==> src/rtl/core/dls_pkg.sv <==
// Shared constants and codes for the door lock sequencer.
package dls_pkg;

	// Field widths of the tick and status transactions.
	localparam int ELAPSED_W = 12;
	localparam int MV_W      = 12;
	localparam int CMD_W     = 2;
	localparam int PHASE_W   = 2;
	localparam int ANGLE_W   = 8;
	localparam int PULSE_W   = 15;
	localparam int TIME_W    = 16;
	localparam int COUNT_W   = 4;

	// Configuration bus geometry.
	localparam int APB_DATA_W = 32;
	localparam int APB_ADDR_W = 5;
	localparam int REG_IDX_W  = 3;

	// Register indexes on the configuration bus.
	localparam logic [REG_IDX_W-1:0] REG_UNLOCK_ANGLE = 3'd0;
	localparam logic [REG_IDX_W-1:0] REG_LOCK_ANGLE   = 3'd1;
	localparam logic [REG_IDX_W-1:0] REG_HOLD_TIME    = 3'd2;
	localparam logic [REG_IDX_W-1:0] REG_MOTION_LEVEL = 3'd3;
	localparam logic [REG_IDX_W-1:0] REG_IDLE_LEVEL   = 3'd4;
	localparam logic [REG_IDX_W-1:0] REG_PIR_INTERVAL = 3'd5;
	localparam logic [REG_IDX_W-1:0] REG_SLOW_BLINK   = 3'd6;
	localparam logic [REG_IDX_W-1:0] REG_FAST_BLINK   = 3'd7;

	// Register reset values.
	localparam logic [ANGLE_W-1:0] UNLOCK_ANGLE_RST = 8'd90;
	localparam logic [ANGLE_W-1:0] LOCK_ANGLE_RST   = 8'd0;
	localparam logic [TIME_W-1:0]  HOLD_TIME_RST    = 16'd2000;
	localparam logic [MV_W-1:0]    MOTION_LEVEL_RST = 12'd1500;
	localparam logic [MV_W-1:0]    IDLE_LEVEL_RST   = 12'd500;
	localparam logic [TIME_W-1:0]  PIR_INTERVAL_RST = 16'd100;
	localparam logic [TIME_W-1:0]  SLOW_BLINK_RST   = 16'd500;
	localparam logic [TIME_W-1:0]  FAST_BLINK_RST   = 16'd200;

	// Remote command codes.
	localparam logic [CMD_W-1:0] CMD_NONE   = 2'd0;
	localparam logic [CMD_W-1:0] CMD_LOCK   = 2'd1;
	localparam logic [CMD_W-1:0] CMD_UNLOCK = 2'd2;

	// Behavior constants.
	localparam logic [ANGLE_W-1:0] STEP_DEGREES   = 8'd5;
	localparam logic [COUNT_W-1:0] DEBOUNCE_COUNT = 4'd3;
	localparam logic [COUNT_W-1:0] IDLE_CONFIRM   = 4'd5;
	localparam logic [ANGLE_W-1:0] ANGLE_MAX      = 8'd180;
	localparam logic [PULSE_W-1:0] PULSE_MIN_US   = 15'd500;
	localparam logic [PULSE_W-1:0] PWM_PERIOD_US  = 15'd20000;

	// angle * 2000 / 180 is angle * 100 / 9; the divide by 9 is a multiply by
	// ceil(2^16 / 9) = 7282 and a shift, exact for all angles up to 180.
	localparam int PULSE_SHIFT = 16;
	localparam int PULSE_PROD_W = 28;
	localparam logic [PULSE_PROD_W-1:0] PULSE_SCALE = 28'd728200;

endpackage

==> src/rtl/core/dls_tick_if.sv <==
// Tick channel: one control tick per transaction.
interface dls_tick_if;
	logic                             valid;
	logic                             ready;
	logic [dls_pkg::ELAPSED_W-1:0]    delta_ms;
	logic                             button_raw;
	logic [dls_pkg::MV_W-1:0]         pir_mv;
	logic                             pir_read_ok;
	logic [dls_pkg::CMD_W-1:0]        remote_cmd;
	logic                             link_up;

	modport source (
		output valid, delta_ms, button_raw, pir_mv, pir_read_ok, remote_cmd, link_up,
		input  ready
	);
	modport sink (
		input  valid, delta_ms, button_raw, pir_mv, pir_read_ok, remote_cmd, link_up,
		output ready
	);
endinterface

==> src/rtl/core/dls_status_if.sv <==
// Status channel: one result per tick transaction.
interface dls_status_if;
	logic                             valid;
	logic                             ready;
	logic [dls_pkg::PHASE_W-1:0]      door_phase;
	logic [dls_pkg::ANGLE_W-1:0]      servo_angle;
	logic [dls_pkg::PULSE_W-1:0]      servo_pulse;
	logic                             servo_moving;
	logic                             led_lit;

	modport source (
		output valid, door_phase, servo_angle, servo_pulse, servo_moving, led_lit,
		input  ready
	);
	modport sink (
		input  valid, door_phase, servo_angle, servo_pulse, servo_moving, led_lit,
		output ready
	);
endinterface

==> src/rtl/core/door_lock_sequencer_top.sv <==
// Door lock sequencer: debounce, PIR hysteresis, lock sequence, servo and LED.
//
// Each tick transaction passes through an input register and a result register,
// with all per-tick work done in one pass of logic between them; the block
// takes one tick per clock cycle while not stalled, and a tick's result enters
// the result register when the tick moves on. The input register accepts
// a new tick while a finished result still waits, so the block only stalls when
// both registers are full. The configuration registers sit on an APB-style port
// at byte address 4*index and must be written only while no tick is in flight.
module door_lock_sequencer_top (
	input  logic                             clk,
	input  logic                             arst_n,
	dls_tick_if.sink                         tick,
	dls_status_if.source                     status,
	input  logic                             psel,
	input  logic                             penable,
	input  logic                             pwrite,
	input  logic [dls_pkg::APB_ADDR_W-1:0]   paddr,
	input  logic [dls_pkg::APB_DATA_W-1:0]   pwdata,
	output logic [dls_pkg::APB_DATA_W-1:0]   prdata,
	output logic                             pready
);
	import dls_pkg::*;

	typedef enum logic [PHASE_W-1:0] {
		PH_LOCKED    = 2'd0,
		PH_UNLOCKING = 2'd1,
		PH_UNLOCKED  = 2'd2,
		PH_LOCKING   = 2'd3
	} phase_t;

	// Configuration registers.
	logic [ANGLE_W-1:0] unlock_angle_q, lock_angle_q;
	logic [TIME_W-1:0]  hold_time_q, pir_interval_q, slow_blink_q, fast_blink_q;
	logic [MV_W-1:0]    motion_level_q, idle_level_q;

	// Input register.
	logic                 valid_s1;
	logic [ELAPSED_W-1:0] elapsed_s1;
	logic                 button_raw_s1;
	logic [MV_W-1:0]      pir_mv_s1;
	logic                 pir_read_ok_s1;
	logic [CMD_W-1:0]     remote_cmd_s1;
	logic                 link_up_s1;

	// Result register.
	logic               valid_s2;
	logic [PHASE_W-1:0] phase_s2;
	logic [ANGLE_W-1:0] angle_s2;
	logic [PULSE_W-1:0] pulse_s2;
	logic               moving_s2;
	logic               led_s2;

	// Controller state.
	phase_t             phase_q;
	logic [CMD_W-1:0]   pending_q;
	logic [ANGLE_W-1:0] angle_now_q, angle_goal_q;
	logic [TIME_W-1:0]  hold_left_q;
	logic               btn_stable_q, btn_last_q;
	logic [COUNT_W-1:0] btn_count_q;
	logic [TIME_W-1:0]  pir_accum_q;
	logic               motion_q;
	logic [COUNT_W-1:0] idle_count_q;
	logic [TIME_W-1:0]  led_accum_q;
	logic               led_q;

	// Next-state values.
	logic                    advance;
	logic                    cfg_write;
	logic [REG_IDX_W-1:0]    cfg_idx;
	logic [CMD_W-1:0]        pending_cmd_in, pending_nx;
	logic [TIME_W:0]         pir_sum;
	logic [TIME_W-1:0]       pir_acc, pir_accum_nx;
	logic                    motion_nx;
	logic [COUNT_W-1:0]      idle_inc, idle_count_nx;
	logic                    btn_stable_nx, btn_last_nx;
	logic [COUNT_W-1:0]      btn_inc, btn_count_nx;
	logic [ANGLE_W-1:0]      open_a, shut_a;
	phase_t                  phase_nx;
	logic [ANGLE_W-1:0]      goal_nx, angle_nx;
	logic [TIME_W-1:0]       hold_nx;
	logic [TIME_W-1:0]       elapsed_ext;
	logic [ANGLE_W:0]        step_up;
	logic [ANGLE_W-1:0]      step_down;
	logic                    moving_nx;
	logic [TIME_W:0]         led_sum;
	logic [TIME_W-1:0]       led_acc, led_accum_nx;
	logic                    led_nx;
	logic [ANGLE_W-1:0]      pulse_angle;
	logic [PULSE_PROD_W-1:0] pulse_prod;
	logic [PULSE_W-1:0]      pulse_raw, pulse_nx;

	// Handshake: the input register moves on when the result register is free or being read.
	assign advance      = valid_s1 && (!valid_s2 || status.ready);
	assign tick.ready   = !valid_s1 || advance;
	assign status.valid = valid_s2;

	assign status.door_phase   = phase_s2;
	assign status.servo_angle  = angle_s2;
	assign status.servo_pulse  = pulse_s2;
	assign status.servo_moving = moving_s2;
	assign status.led_lit      = led_s2;

	// Configuration port.
	assign pready    = 1'b1;
	assign cfg_write = psel && penable && pwrite;
	assign cfg_idx   = paddr[APB_ADDR_W-1:2];

	always_comb begin
		prdata = '0;
		case (cfg_idx)
			REG_UNLOCK_ANGLE: prdata = {{(APB_DATA_W-ANGLE_W){1'b0}}, unlock_angle_q};
			REG_LOCK_ANGLE:   prdata = {{(APB_DATA_W-ANGLE_W){1'b0}}, lock_angle_q};
			REG_HOLD_TIME:    prdata = {{(APB_DATA_W-TIME_W){1'b0}}, hold_time_q};
			REG_MOTION_LEVEL: prdata = {{(APB_DATA_W-MV_W){1'b0}}, motion_level_q};
			REG_IDLE_LEVEL:   prdata = {{(APB_DATA_W-MV_W){1'b0}}, idle_level_q};
			REG_PIR_INTERVAL: prdata = {{(APB_DATA_W-TIME_W){1'b0}}, pir_interval_q};
			REG_SLOW_BLINK:   prdata = {{(APB_DATA_W-TIME_W){1'b0}}, slow_blink_q};
			REG_FAST_BLINK:   prdata = {{(APB_DATA_W-TIME_W){1'b0}}, fast_blink_q};
			default:          prdata = '0;
		endcase
	end

	always_ff @(posedge clk or negedge arst_n) begin
		if (!arst_n) begin
			unlock_angle_q <= UNLOCK_ANGLE_RST;
			lock_angle_q   <= LOCK_ANGLE_RST;
			hold_time_q    <= HOLD_TIME_RST;
			motion_level_q <= MOTION_LEVEL_RST;
			idle_level_q   <= IDLE_LEVEL_RST;
			pir_interval_q <= PIR_INTERVAL_RST;
			slow_blink_q   <= SLOW_BLINK_RST;
			fast_blink_q   <= FAST_BLINK_RST;
		end else if (cfg_write) begin
			case (cfg_idx)
				REG_UNLOCK_ANGLE: unlock_angle_q <= pwdata[ANGLE_W-1:0];
				REG_LOCK_ANGLE:   lock_angle_q   <= pwdata[ANGLE_W-1:0];
				REG_HOLD_TIME:    hold_time_q    <= pwdata[TIME_W-1:0];
				REG_MOTION_LEVEL: motion_level_q <= pwdata[MV_W-1:0];
				REG_IDLE_LEVEL:   idle_level_q   <= pwdata[MV_W-1:0];
				REG_PIR_INTERVAL: pir_interval_q <= pwdata[TIME_W-1:0];
				REG_SLOW_BLINK:   slow_blink_q   <= pwdata[TIME_W-1:0];
				REG_FAST_BLINK:   fast_blink_q   <= pwdata[TIME_W-1:0];
				default: ;
			endcase
		end
	end

	assign elapsed_ext = {{(TIME_W-ELAPSED_W){1'b0}}, elapsed_s1};

	// Latch the remote command; only lock and unlock replace the pending one.
	assign pending_cmd_in = (remote_cmd_s1 == CMD_LOCK || remote_cmd_s1 == CMD_UNLOCK) ?
		remote_cmd_s1 : pending_q;

	// PIR sampling with a saturating interval accumulator and idle confirmation.
	assign pir_sum  = {1'b0, pir_accum_q} + {1'b0, elapsed_ext};
	assign pir_acc  = pir_sum[TIME_W] ? {TIME_W{1'b1}} : pir_sum[TIME_W-1:0];
	assign idle_inc = idle_count_q + 4'd1;

	always_comb begin
		pir_accum_nx  = pir_acc;
		motion_nx     = motion_q;
		idle_count_nx = idle_count_q;
		if (pir_acc >= pir_interval_q) begin
			pir_accum_nx = '0;
			if (pir_read_ok_s1) begin
				if (pir_mv_s1 >= motion_level_q) begin
					idle_count_nx = '0;
					motion_nx     = 1'b1;
				end else if (pir_mv_s1 <= idle_level_q) begin
					idle_count_nx = idle_inc;
					if (idle_inc >= IDLE_CONFIRM) begin
						motion_nx     = 1'b0;
						idle_count_nx = IDLE_CONFIRM;
					end
				end
			end
		end
	end

	// Button debounce: the level must repeat before it becomes stable.
	assign btn_inc = btn_count_q + 4'd1;

	always_comb begin
		btn_stable_nx = btn_stable_q;
		btn_last_nx   = btn_last_q;
		btn_count_nx  = btn_count_q;
		if (button_raw_s1 == btn_last_q) begin
			if (btn_count_q < DEBOUNCE_COUNT) begin
				btn_count_nx = btn_inc;
				if (btn_inc >= DEBOUNCE_COUNT) begin
					btn_stable_nx = button_raw_s1;
				end
			end
		end else begin
			btn_count_nx = '0;
			btn_last_nx  = button_raw_s1;
		end
	end

	// Lock sequence.
	assign open_a = (unlock_angle_q > ANGLE_MAX) ? ANGLE_MAX : unlock_angle_q;
	assign shut_a = (lock_angle_q > ANGLE_MAX) ? ANGLE_MAX : lock_angle_q;

	always_comb begin
		phase_nx   = phase_q;
		goal_nx    = angle_goal_q;
		hold_nx    = hold_left_q;
		pending_nx = pending_cmd_in;
		case (phase_q)
			PH_LOCKED: begin
				if (pending_cmd_in == CMD_UNLOCK) begin
					goal_nx    = open_a;
					phase_nx   = PH_UNLOCKING;
					pending_nx = CMD_NONE;
				end else if (motion_nx && !btn_stable_nx) begin
					goal_nx  = open_a;
					phase_nx = PH_UNLOCKING;
				end
			end
			PH_UNLOCKING: begin
				if (angle_now_q == open_a) begin
					hold_nx  = hold_time_q;
					phase_nx = PH_UNLOCKED;
				end
			end
			PH_UNLOCKED: begin
				if (pending_cmd_in == CMD_LOCK) begin
					goal_nx    = shut_a;
					phase_nx   = PH_LOCKING;
					pending_nx = CMD_NONE;
				end else if (hold_left_q <= elapsed_ext) begin
					goal_nx  = shut_a;
					phase_nx = PH_LOCKING;
				end else begin
					hold_nx = hold_left_q - elapsed_ext;
				end
			end
			default: begin
				if (angle_now_q == shut_a) begin
					phase_nx = PH_LOCKED;
				end
			end
		endcase
	end

	// Servo slew toward the goal without overshoot.
	assign step_up   = {1'b0, angle_now_q} + {1'b0, STEP_DEGREES};
	assign step_down = (angle_now_q < STEP_DEGREES) ? '0 : angle_now_q - STEP_DEGREES;
	assign moving_nx = (angle_now_q != goal_nx);

	always_comb begin
		angle_nx = angle_now_q;
		if (angle_now_q < goal_nx) begin
			angle_nx = (step_up > {1'b0, goal_nx}) ? goal_nx : step_up[ANGLE_W-1:0];
		end else if (angle_now_q > goal_nx) begin
			angle_nx = (step_down < goal_nx) ? goal_nx : step_down;
		end
	end

	// LED: fast blink while moving, slow blink with the link down, else steady.
	assign led_sum = {1'b0, led_accum_q} + {1'b0, elapsed_ext};
	assign led_acc = led_sum[TIME_W] ? {TIME_W{1'b1}} : led_sum[TIME_W-1:0];

	always_comb begin
		led_accum_nx = led_acc;
		led_nx       = led_q;
		if (phase_nx == PH_UNLOCKING || phase_nx == PH_LOCKING) begin
			if (led_acc >= fast_blink_q) begin
				led_accum_nx = '0;
				led_nx       = !led_q;
			end
		end else if (link_up_s1) begin
			led_nx = (phase_nx == PH_UNLOCKED);
		end else if (led_acc >= slow_blink_q) begin
			led_accum_nx = '0;
			led_nx       = !led_q;
		end
	end

	// Servo pulse width from the new angle, clamped to the PWM period.
	assign pulse_angle = (angle_nx > ANGLE_MAX) ? ANGLE_MAX : angle_nx;
	assign pulse_prod  = {{(PULSE_PROD_W-ANGLE_W){1'b0}}, pulse_angle} * PULSE_SCALE;
	assign pulse_raw   = PULSE_MIN_US +
		{{(PULSE_W-(PULSE_PROD_W-PULSE_SHIFT)){1'b0}}, pulse_prod[PULSE_PROD_W-1:PULSE_SHIFT]};
	assign pulse_nx    = (pulse_raw > PWM_PERIOD_US) ? PWM_PERIOD_US : pulse_raw;

	// Input register, result register and controller state.
	always_ff @(posedge clk or negedge arst_n) begin
		if (!arst_n) begin
			valid_s1     <= 1'b0;
			valid_s2     <= 1'b0;
			phase_q      <= PH_LOCKED;
			pending_q    <= CMD_NONE;
			angle_now_q  <= '0;
			angle_goal_q <= '0;
			hold_left_q  <= '0;
			btn_stable_q <= 1'b1;
			btn_last_q   <= 1'b1;
			btn_count_q  <= '0;
			pir_accum_q  <= '0;
			motion_q     <= 1'b0;
			idle_count_q <= '0;
			led_accum_q  <= '0;
			led_q        <= 1'b0;
		end else begin
			if (tick.ready) begin
				valid_s1 <= tick.valid;
			end
			if (tick.valid && tick.ready) begin
				elapsed_s1     <= tick.delta_ms;
				button_raw_s1  <= tick.button_raw;
				pir_mv_s1      <= tick.pir_mv;
				pir_read_ok_s1 <= tick.pir_read_ok;
				remote_cmd_s1  <= tick.remote_cmd;
				link_up_s1     <= tick.link_up;
			end
			if (advance) begin
				valid_s2     <= 1'b1;
				phase_s2     <= phase_nx;
				angle_s2     <= angle_nx;
				pulse_s2     <= pulse_nx;
				moving_s2    <= moving_nx;
				led_s2       <= led_nx;
				phase_q      <= phase_nx;
				pending_q    <= pending_nx;
				angle_now_q  <= angle_nx;
				angle_goal_q <= goal_nx;
				hold_left_q  <= hold_nx;
				btn_stable_q <= btn_stable_nx;
				btn_last_q   <= btn_last_nx;
				btn_count_q  <= btn_count_nx;
				pir_accum_q  <= pir_accum_nx;
				motion_q     <= motion_nx;
				idle_count_q <= idle_count_nx;
				led_accum_q  <= led_accum_nx;
				led_q        <= led_nx;
			end else if (status.ready) begin
				valid_s2 <= 1'b0;
			end
		end
	end

endmodule

==> src/flat_wrapper.sv <==
// flat-port wrapper written by rule: the top's interface ports become plain ports
module door_lock_sequencer_top_flat import dls_pkg::*;
  (clk, arst_n, psel, penable, pwrite, paddr, pwdata, prdata, pready, tick_valid, tick_delta_ms, tick_button_raw, tick_pir_mv, tick_pir_read_ok, tick_remote_cmd, tick_link_up, tick_ready, status_valid, status_door_phase, status_servo_angle, status_servo_pulse, status_servo_moving, status_led_lit, status_ready);
  dls_tick_if tick_i ();
  dls_status_if status_i ();
  input  logic clk;
  input  logic arst_n;
  input  logic psel;
  input  logic penable;
  input  logic pwrite;
  input  logic [dls_pkg::APB_ADDR_W-1:0] paddr;
  input  logic [dls_pkg::APB_DATA_W-1:0] pwdata;
  output logic [dls_pkg::APB_DATA_W-1:0] prdata;
  output logic pready;
  input wire logic [$bits(tick_i.valid)-1:0] tick_valid;
  input wire logic [$bits(tick_i.delta_ms)-1:0] tick_delta_ms;
  input wire logic [$bits(tick_i.button_raw)-1:0] tick_button_raw;
  input wire logic [$bits(tick_i.pir_mv)-1:0] tick_pir_mv;
  input wire logic [$bits(tick_i.pir_read_ok)-1:0] tick_pir_read_ok;
  input wire logic [$bits(tick_i.remote_cmd)-1:0] tick_remote_cmd;
  input wire logic [$bits(tick_i.link_up)-1:0] tick_link_up;
  output wire logic [$bits(tick_i.ready)-1:0] tick_ready;
  output wire logic [$bits(status_i.valid)-1:0] status_valid;
  output wire logic [$bits(status_i.door_phase)-1:0] status_door_phase;
  output wire logic [$bits(status_i.servo_angle)-1:0] status_servo_angle;
  output wire logic [$bits(status_i.servo_pulse)-1:0] status_servo_pulse;
  output wire logic [$bits(status_i.servo_moving)-1:0] status_servo_moving;
  output wire logic [$bits(status_i.led_lit)-1:0] status_led_lit;
  input wire logic [$bits(status_i.ready)-1:0] status_ready;
  assign tick_i.valid = tick_valid;
  assign tick_i.delta_ms = tick_delta_ms;
  assign tick_i.button_raw = tick_button_raw;
  assign tick_i.pir_mv = tick_pir_mv;
  assign tick_i.pir_read_ok = tick_pir_read_ok;
  assign tick_i.remote_cmd = tick_remote_cmd;
  assign tick_i.link_up = tick_link_up;
  assign tick_ready = tick_i.ready;
  assign status_valid = status_i.valid;
  assign status_door_phase = status_i.door_phase;
  assign status_servo_angle = status_i.servo_angle;
  assign status_servo_pulse = status_i.servo_pulse;
  assign status_servo_moving = status_i.servo_moving;
  assign status_led_lit = status_i.led_lit;
  assign status_i.ready = status_ready;
  door_lock_sequencer_top u_core (.clk(clk), .arst_n(arst_n), .tick(tick_i), .status(status_i), .psel(psel), .penable(penable), .pwrite(pwrite), .paddr(paddr), .pwdata(pwdata), .prdata(prdata), .pready(pready));
endmodule
==> config.mk <==
export PLATFORM = sky130hd
export DESIGN_NAME = door_lock_sequencer_top_flat
export DESIGN_NICKNAME = d
export VERILOG_FILES = /design/src/rtl/core/dls_pkg.sv /design/src/rtl/core/dls_tick_if.sv /design/src/rtl/core/dls_status_if.sv /design/src/rtl/core/door_lock_sequencer_top.sv /design/src/flat_wrapper.sv
export SDC_FILE = /design/constraint.sdc
export NUM_CORES = 1
export LEC_CHECK = 0
export CAP_MARGIN = 20
export CELL_PAD_IN_SITES_DETAIL_PLACEMENT = 0
export CELL_PAD_IN_SITES_GLOBAL_PLACEMENT = 1
export CORE_MARGIN = 5
export CORE_UTILIZATION = 35
export CTS_BUF_LIST = sky130_fd_sc_hd__clkbuf_16
export DETAILED_ROUTE_END_ITERATION = 16
export DONT_BUFFER_PORTS = 1
export PLACE_DENSITY_LB_ADDON = 0.1
export SYNTH_ARGS = -nofsm -noshare
export SYNTH_HDL_FRONTEND = slang
export SYNTH_SLANG_ARGS = --single-unit
export TNS_END_PERCENT = 30
==> constraint.sdc <==
create_clock -name clk -period 17.4 [get_ports clk]
set_input_delay 2.61 -clock clk [delete_from_list [all_inputs] [get_ports clk]]
set_output_delay 2.61 -clock clk [all_outputs]
set_load 0.01 [all_outputs]
**Yosys cells after proc, flatten, opt, wreduce, memory -nomap -nowiden**

Cells that the tools add are included.

- Register bits: 242
- Bits in latches: 0
- Memory bits (writable): 0
- ROM bits: 0
- Bits of input ports: 73
- Output and inout port bits: 62
- Logic and storage cells: 173
- Memories: 0

- Add/subtract/negate cells: 8
- Multiply operators: 1
- Divide/modulo/power cells: 0
- Magnitude comparators: 18
- Eq/ne operators: 24
- Shifts and indexed selects: 0
- Muxes and demuxes: 55
- Bitwise operators: 1
- Reduce and logical (&&, ||, !) cells: 32

Operators by type and width:

| cell | count |
|---|---|
| case mux 32 bit (8 select lines) | 1 |
| 2-to-1 mux 16 bit | 10 |
| 2-to-1 mux 8 bit | 12 |
| greater-or-equal comparator 16 bit | 3 |
| adder 16 x 12 -> 17 bit | 2 |
| case mux 16 bit (2 select lines) | 1 |
| multiplier 8 x 17 -> 25 bit, second input constant | 1 |
| greater-than comparator 8 bit, second input constant | 3 |
| AND reduction 2 bit | 12 |
| 2-to-1 mux 4 bit | 5 |
| 2-to-1 mux 2 bit | 9 |
| == test 8 bit | 2 |
| <= comparator 16 x 12 -> 1 bit | 1 |
| < comparator 8 bit | 2 |
| case mux 8 bit (2 select lines) | 1 |
| subtractor 16 x 12 -> 16 bit | 1 |
| greater-than comparator 15 bit, second input constant | 1 |
| 2-to-1 mux 1 bit | 14 |
| adder 9 x 12 -> 13 bit, first input constant | 1 |
| == test 3 bit, second input constant | 4 |
| greater-or-equal comparator 12 bit | 1 |
| <= comparator 12 bit | 1 |
| == test 2 bit, second input constant | 5 |
| adder 8 x 3 -> 9 bit, second input constant | 1 |
| 26 further kinds | 45 |

**Longest topological paths before layout**

Gate-level depths: netlist of run 1.

- Depth in word-level cells: 20
- Depth in mapped cells: 64
- Depth with buffers taken out: 62

**Worst setup path before layout of run 1**

No wires, ideal clock.

- Path kind: register to register
- Start point: register u_core.elapsed_s1[0]
- End point: register u_core.pulse_s2[11] (netlist: u_core.status.servo_pulse[11]), data pin
- Library setup time: 265 ps
- Arrival time: 12137 ps
- Data required time: 17135 ps
- Setup slack: 4998 ps
- Cell stages (with the launch flop): 57
- Path buffers: 3
- Clock period less this slack: 12402 ps
- Path through: edfxtp_1 > ha_1 > fa_1 > a21o_1 > a21oi_1 > o21bai_1 > a21oi_1 > o21bai_1 > a21oi_1 > o21bai_1 > a21oi_1 > o21bai_1 > a21oi_1 > nor2_1 > nand3_1 > clkbuf_1 > nand2_1 > ha_1 > (+21 left out) > nand2_1 > ha_1 > clkbuf_1 > fa_1 > inv_1 > fa_1 > inv_1 > fa_1 > ha_1 > a21oi_1 > o21bai_1 > a21oi_1 > o31a_4 > a21oi_1 > o21a_1 > o211a_4 > a2111oi_4 > nand3_1

- Cells in the longest elaborated chain, start to end: 17
- Elaborated cells on any way between the ends: 24
- Those cells by class: 2 x add/sub; 1 x mul; 8 x order compare; 12 x mux; 1 x reduce/logical

RTL lines:

| element | line | text |
|---|---|---|
| start, declared | door_lock_sequencer_top.sv:39 | `logic [ELAPSED_W-1:0] elapsed_s1;` |
| start signal, assigned | door_lock_sequencer_top.sv:311 | `elapsed_s1 <= tick.delta_ms;` |
| adder 16 x 12 -> 17 bit | door_lock_sequencer_top.sv:156 | `assign pir_sum = {1'b0, pir_accum_q} + {1'b0, elapsed_ext};` |
| 2-to-1 mux 16 bit | door_lock_sequencer_top.sv:157 | `assign pir_acc = pir_sum[TIME_W] ? {TIME_W{1'b1}} : pir_sum[TIME_W-1:0];` |
| greater-or-equal comparator 16 bit | door_lock_sequencer_top.sv:164 | `if (pir_acc >= pir_interval_q) begin` |
| 2-to-1 mux 1 bit | door_lock_sequencer_top.sv:164 |  |
| logical AND 1 bit | door_lock_sequencer_top.sv:216 | `end else if (motion_nx && !btn_stable_nx) begin` |
| 2-to-1 mux 8 bit | door_lock_sequencer_top.sv:216 |  |
| 2-to-1 mux 8 bit | door_lock_sequencer_top.sv:212 | `if (pending_cmd_in == CMD_UNLOCK) begin` |
| case mux 8 bit (2 select lines) (*) | door_lock_sequencer_top.sv:210 | `case (phase_q)` |
| (+3 left out) | n/a |  |
| 2-to-1 mux 8 bit (*) | door_lock_sequencer_top.sv:254 | `if (angle_now_q < goal_nx) begin` |
| via u_core.angle_nx[2] | door_lock_sequencer_top.sv:80 | `logic [ANGLE_W-1:0] goal_nx, angle_nx;` |
| greater-than comparator 8 bit | door_lock_sequencer_top.sv:282 | `assign pulse_angle = (angle_nx > ANGLE_MAX) ? ANGLE_MAX : angle_nx;` |
| 2-to-1 mux 8 bit (*) | door_lock_sequencer_top.sv:282 |  |
| multiplier 8 x 17 -> 25 bit (*) | door_lock_sequencer_top.sv:283 | `assign pulse_prod = {{(PULSE_PROD_W-ANGLE_W){1'b0}}, pulse_angle} * PULSE_SCALE;` |
| adder 9 x 12 -> 13 bit (*) | door_lock_sequencer_top.sv:284 | `assign pulse_raw = PULSE_MIN_US +` |
| via u_core.pulse_raw[11] | door_lock_sequencer_top.sv:91 | `logic [PULSE_W-1:0] pulse_raw, pulse_nx;` |
| greater-than comparator 15 bit | door_lock_sequencer_top.sv:286 | `assign pulse_nx = (pulse_raw > PWM_PERIOD_US) ? PWM_PERIOD_US : pulse_raw;` |
| end signal, assigned | door_lock_sequencer_top.sv:322 | `pulse_s2 <= pulse_nx;` |
| end, declared | door_lock_sequencer_top.sv:50 | `logic [PULSE_W-1:0] pulse_s2;` |

The timed path passes the listed nets; every way through them passes the cells marked *.
A chain may end at the register's enable or synchronous reset.

**Worst setup path after layout of run 1**

Ends and elaborated chain as after synthesis.

==> results.json, run 1 <==
{
  "slew_headroom": 0.296,
  "outcome": "complete, no violations",
  "crit_fanout": 13,
  "syn_inst": 1903,
  "ant_nets": 0,
  "synth_ff_type": "dfrtp_1",
  "synth_seq_area_share": 0.360,
  "synth_edf_count": 54,
  "synth.area.top_cells": "dfrtp_1, ha_1, edfxtp_1",
  "synth_area_um2": 17600,
  "arrival_ns": 15.34,
  "final.min_clock_period_ns": 15.07,
  "grt_overflow_total": 0,
  "dp_hpwl_um": 39100,
  "cts_setup_buffers": 0,
  "critPathCapture": "u_core.status.servo_pulse[11]",
  "slowest_stage": "a41oi_2",
  "ctsLongestPathBuffers": 3,
  "n_antenna_cell": 0,
  "grt_usage": 0.193,
  "maxCapViolations": 0,
  "dieArea_um2": 54800,
  "worstSetupStartpoint": "u_core.elapsed_s1[0]",
  "setup_slack_ns": 2.33,
  "die_w_um": 234,
  "clk_latency_ns": 0.55,
  "initial_core_util": 0.352,
  "cp.required_ns": 17.67,
  "htree_levels": 2,
  "worst_pin_slew_ns": 1.06,
  "drt-initial-drc-count": 770,
  "setup_viol": 0,
  "finalCritPeriodShare": 0.866,
  "wl_um": 52900,
  "yosys_warnings": 0,
  "root_buffer": "clkbuf_16",
  "wl_per_cell_um": 20.5,
  "netlist.area_leader.share": 0.212,
  "layout_common_cells": "nand2_1, inv_1, ha_1",
  "clk_pin_slew_ns": 0.06,
  "critPathCaptureType": "flop",
  "yosysUniqueCellTypes": 97,
  "ff2ff_path_depth": 58,
  "fin_skew_ns": 0.0195,
  "r2r_slack_ns": 2.33,
  "ctsResizeCount": 0,
  "r2r_end": "u_core.status.servo_pulse[11]",
  "fmax_mhz": 66.4,
  "hold_viol": 0,
  "grt_max_degree": 189,
  "syn2layout_area_growth_pct": 9.28,
  "final_common_cell": "nand2_1",
  "antenna_found_initial": 0,
  "grt_setup_unrepaired": "no",
  "drive_gt1_frac": 0.0969,
  "core-area_um2": 50000,
  "fin_setup_tns_ns": 0,
  "grt_pass1_wl_um": 81400,
  "syn_avg_cell_area_um2": 9.24,
  "instances_no_fill": 2581,
  "vias_per_cell": 5.22,
  "cp_slowest_stage_delay_ns": 0.58,
  "place_ws_ns": 2.29,
  "io_buffer_count": 0,
  "firstDrtPassIters": 7,
  "hold_class": "flop to flop",
  "drc": 0,
  "slew_viol_final": 0,
  "die_height_um": 234,
  "routabilityCongestion": 0.835,
  "cp_common_cell": "o21ai_0",
  "cts.sink_count": 240,
  "reg2reg_from": "u_core.elapsed_s1[0]",
  "cts_buffers": 34,
  "num_rows": 82,
  "finalNetCount": 2168,
  "hold_buffers": 0,
  "worstSetupPathType": "flop to flop",
  "cts_tree": "built",
  "yosys.area.top_type": "dfrtp_1",
  "async_flop_share": 0.775,
  "grt_pass1_vias": 13457,
  "pin_count": 135,
  "vias": 13462,
  "place_inst": 2519,
  "start_kind": "flop",
  "synth_seq_cells": 240
}
-- worst max-delay path, delay by kind of cell (launching register included) --
kind                     cells  cell delay, ns
AO/OA/AOI/OAI               32            7.81
adder cells (fa/ha/maj)      9            3.34
buffers and inverters        3            0.14
flip-flops                   1            0.46
multiplexers                 1            0.29
AND/OR/NAND/NOR             13            2.70
-- metal layers --
metal / vias up / global-route usage / routed length [um]
met5: - / 0 / 0
met4: 0 / 0.0651 / 1870
met3: 80 / 0.0298 / 1830
met2: 221 / 0.331 / 25800
met1: 6486 / 0.249 / 23400
li1: 6675 / - / -
-- through the flow --
| step | area, um2 | hold slack [ns] | util |
|---|---|---|---|
| 3_5_place_dp | 18200 | 0.468 | 0.364 |
| 6_report | 19200 | 0.479 | 0.384 |
| 4_1_cts | 19200 | 0.482 | 0.384 |
| 3_3_place_gp | 18200 | 0.458 | 0.364 |
| 2_1_floorplan | 17600 | 0.445 | - |
| 5_1_grt | 19200 | 0.517 | 0.384 |
-- worst min-delay path by stage --
stage                          start               endpoint  slack [ns]  cells past startpoint
2_1_floorplan  u_core.pir_accum_q[0]  u_core.pir_accum_q[0]        0.45                      2
3_3_place_gp   u_core.pir_accum_q[0]  u_core.pir_accum_q[0]        0.46                      2
3_5_place_dp   u_core.pir_accum_q[0]  u_core.pir_accum_q[0]        0.47                      2
4_1_cts        u_core.pir_accum_q[0]  u_core.pir_accum_q[0]        0.48                      2
5_1_grt        u_core.hold_left_q[7]  u_core.hold_left_q[7]        0.52                      2
6_report       u_core.pir_accum_q[0]  u_core.pir_accum_q[0]        0.48                      2
-- flip-flops by register name, indices dropped and copies added (netlist names), 13 cells and up --
signal	cells
u_core.led_accum_q	16
u_core.pir_interval_q	16
u_core.status.servo_pulse	13
u_core.slow_blink_q	16
u_core.pir_accum_q	16
u_core.hold_left_q	16
u_core.hold_time_q	16
u_core.fast_blink_q	16
-- synth_stat cells, drive strengths merged (16+ instances only) --
library cell,count
mux2,42
nor3,27
dfrtp,149
o22ai,19
a21o,53
xnor2,51
ha,189
mux2i,28
nand2,226
nor2b,23
a211oi,19
nand2b,26
and2,17
dfstp,37
buf,27
inv,191
a22o,34
nand3,26
edfxtp,54
nor2,93
o21ai,184
o21bai,16
clkbuf,63
fa,22
a21oi,100
-- layout make-up --
cell class | instances | area [um2]
clock inverters | 27 | 129
clock buffers | 34 | 851
flip-flops and latches | 240 | 6320
inverters | 195 | 732
repair buffers | 17 | 135
multi-input cells | 1396 | 10200
fillers | 5086 | 30800
well taps | 672 | 841
-- cells by family after synthesis --
kind of cell    after synthesis  synth area share
compound gates              537             0.204
other cells                   2          0.000427
mux                          77            0.0520
xor+xnor                     63            0.0314
fa+ha+maj                   214             0.161
simple gates                485             0.126
buf+inv                     285            0.0654
flops                       240             0.360
Power of run 1 is not shown: default switching activity piles up to over one toggle a cycle in this logic, so the estimate is an artifact.
==> inputs of run 2 (changes only) <==
- REMOVE_ABC_BUFFERS: unset -> 1
==> results.json, run 2 (same netlist as run 1, synthesis figures left out) <==
{
  "grt_overflow_total": 0,
  "drive_gt1_frac": 0.0986,
  "grt_usage": 0.193,
  "fmax_mhz": 66.4,
  "worstSetupPathType": "flop to flop",
  "reg2reg_from": "u_core.elapsed_s1[0]",
  "grt_pass1_wl_um": 82000,
  "place_inst": 2518,
  "worst_pin_slew_ns": 0.976,
  "ctsResizeCount": 0,
  "drc": 0,
  "n_antenna_cell": 0,
  "slew_headroom": 0.346,
  "path_buf_inv": 3,
  "cp.required_ns": 17.73,
  "wl_per_cell_um": 20.7,
  "hold_buffers": 0,
  "min_path_cells": 2,
  "wl_um": 53400,
  "vias": 13552,
  "cts_tree": "built",
  "num_rows": 82,
  "dp_hpwl_um": 39100,
  "outcome": "complete, no violations",
  "die_height_um": 234,
  "clk_latency_ns": 0.61,
  "grt_pass1_vias": 13809,
  "setup_slack_ns": 2.35,
  "slowest_stage": "a41oi_2",
  "cp_common_cell": "o21ai_0",
  "ff2ff_path_depth": 58,
  "crit_fanout": 13,
  "grt_max_degree": 189,
  "setup_viol": 0,
  "htree_levels": 1,
  "r2r_end": "u_core.status.servo_pulse[11]",
  "instances_no_fill": 2578,
  "critPathCaptureType": "flop",
  "die_w_um": 234,
  "fin_setup_tns_ns": 0,
  "final.min_clock_period_ns": 15.05,
  "slew_viol_final": 0,
  "io_buffer_count": 0,
  "fin_skew_ns": 0.0236,
  "min_to": "u_core.pir_accum_q[0]",
  "initial_core_util": 0.352,
  "cp_slowest_stage_delay_ns": 0.55,
  "hold_viol": 0,
  "maxCapViolations": 0,
  "cts.sink_count": 240,
  "finalCritPeriodShare": 0.865,
  "hold_class": "flop to flop",
  "arrival_ns": 15.38,
  "pin_count": 135,
  "final_common_cell": "nand2_1",
  "ctsLongestPathBuffers": 3,
  "root_buffer": "clkbuf_16",
  "layout_common_cells": "nand2_1, inv_1, ha_1",
  "r2r_slack_ns": 2.35,
  "firstDrtPassIters": 6,
  "core-area_um2": 50000,
  "min-delay-start": "u_core.pir_accum_q[0]",
  "ant_nets": 0,
  "finalNetCount": 2165,
  "cts_buffers": 31,
  "cts_setup_buffers": 0,
  "grt_setup_unrepaired": "no",
  "start_kind": "flop",
  "antenna_found_initial": 1,
  "routabilityCongestion": 0.872,
  "dieArea_um2": 54800,
  "clk_pin_slew_ns": 0.06,
  "place_ws_ns": 2.26,
  "vias_per_cell": 5.26,
  "drt-initial-drc-count": 748,
  "cpLargestDelayFamily": "compound AO/OA/AOI/OAI gates",
  "syn2layout_area_growth_pct": 9.61
}
## run 2: cell type report
class | count | area, um2
Tap cell | 672 | 841
Multi-Input combinational cell | 1396 | 10200
Timing Repair Buffer | 17 | 163
Inverter | 195 | 732
Fill cell | 5041 | 30700
Clock inverter | 26 | 210
Clock buffer | 32 | 801
Sequential cell | 240 | 6320
## run 2: through the flow
| step | util | hold slack, ns | instance area, um2 |
|---|---|---|---|
| after floorplan | - | 0.445 | 17200 |
| after global placement | 0.364 | 0.462 | 18200 |
| after detailed placement | 0.364 | 0.467 | 18200 |
| after CTS | 0.385 | 0.481 | 19200 |
| after global routing | 0.386 | 0.498 | 19300 |
| final | 0.386 | 0.477 | 19300 |
## run 2: worst reg2reg max path, delay by kind of cell (launching register included)
kind                       cells  cell delay [ns]
AOI/OAI and AO/OA             32             7.85
adders and majority gates      9             3.37
buffers and inverters          3             0.14
DFF                            1             0.46
muxes                          1             0.28
and+or+nand+nor               13             2.72
## run 2: worst max-delay path by stage
stage / depth (start not counted) / start / to / slack [ns]
after floorplan: 55 / u_core.elapsed_s1[0] / u_core.status.servo_pulse[11] / 5.08
after global placement: 57 / u_core.elapsed_s1[0] / u_core.status.servo_pulse[11] / 2.41
after detailed placement: 57 / u_core.elapsed_s1[0] / u_core.status.servo_pulse[11] / 2.26
after CTS: 57 / u_core.elapsed_s1[0] / u_core.status.servo_pulse[11] / 2.23
after global routing: 57 / u_core.elapsed_s1[0] / u_core.status.servo_pulse[11] / 1.03
final: 58 / u_core.elapsed_s1[0] / u_core.status.servo_pulse[11] / 2.35
## run 2: layer usage
layer,up-vias,track usage,wire length (um)
li1,6659,-,-
met1,6569,0.253,23900
met2,245,0.331,25700
met3,79,0.0281,1950
met4,0,0.0591,1810
met5,-,0,0
Power of run 2 is left out for the same reason.
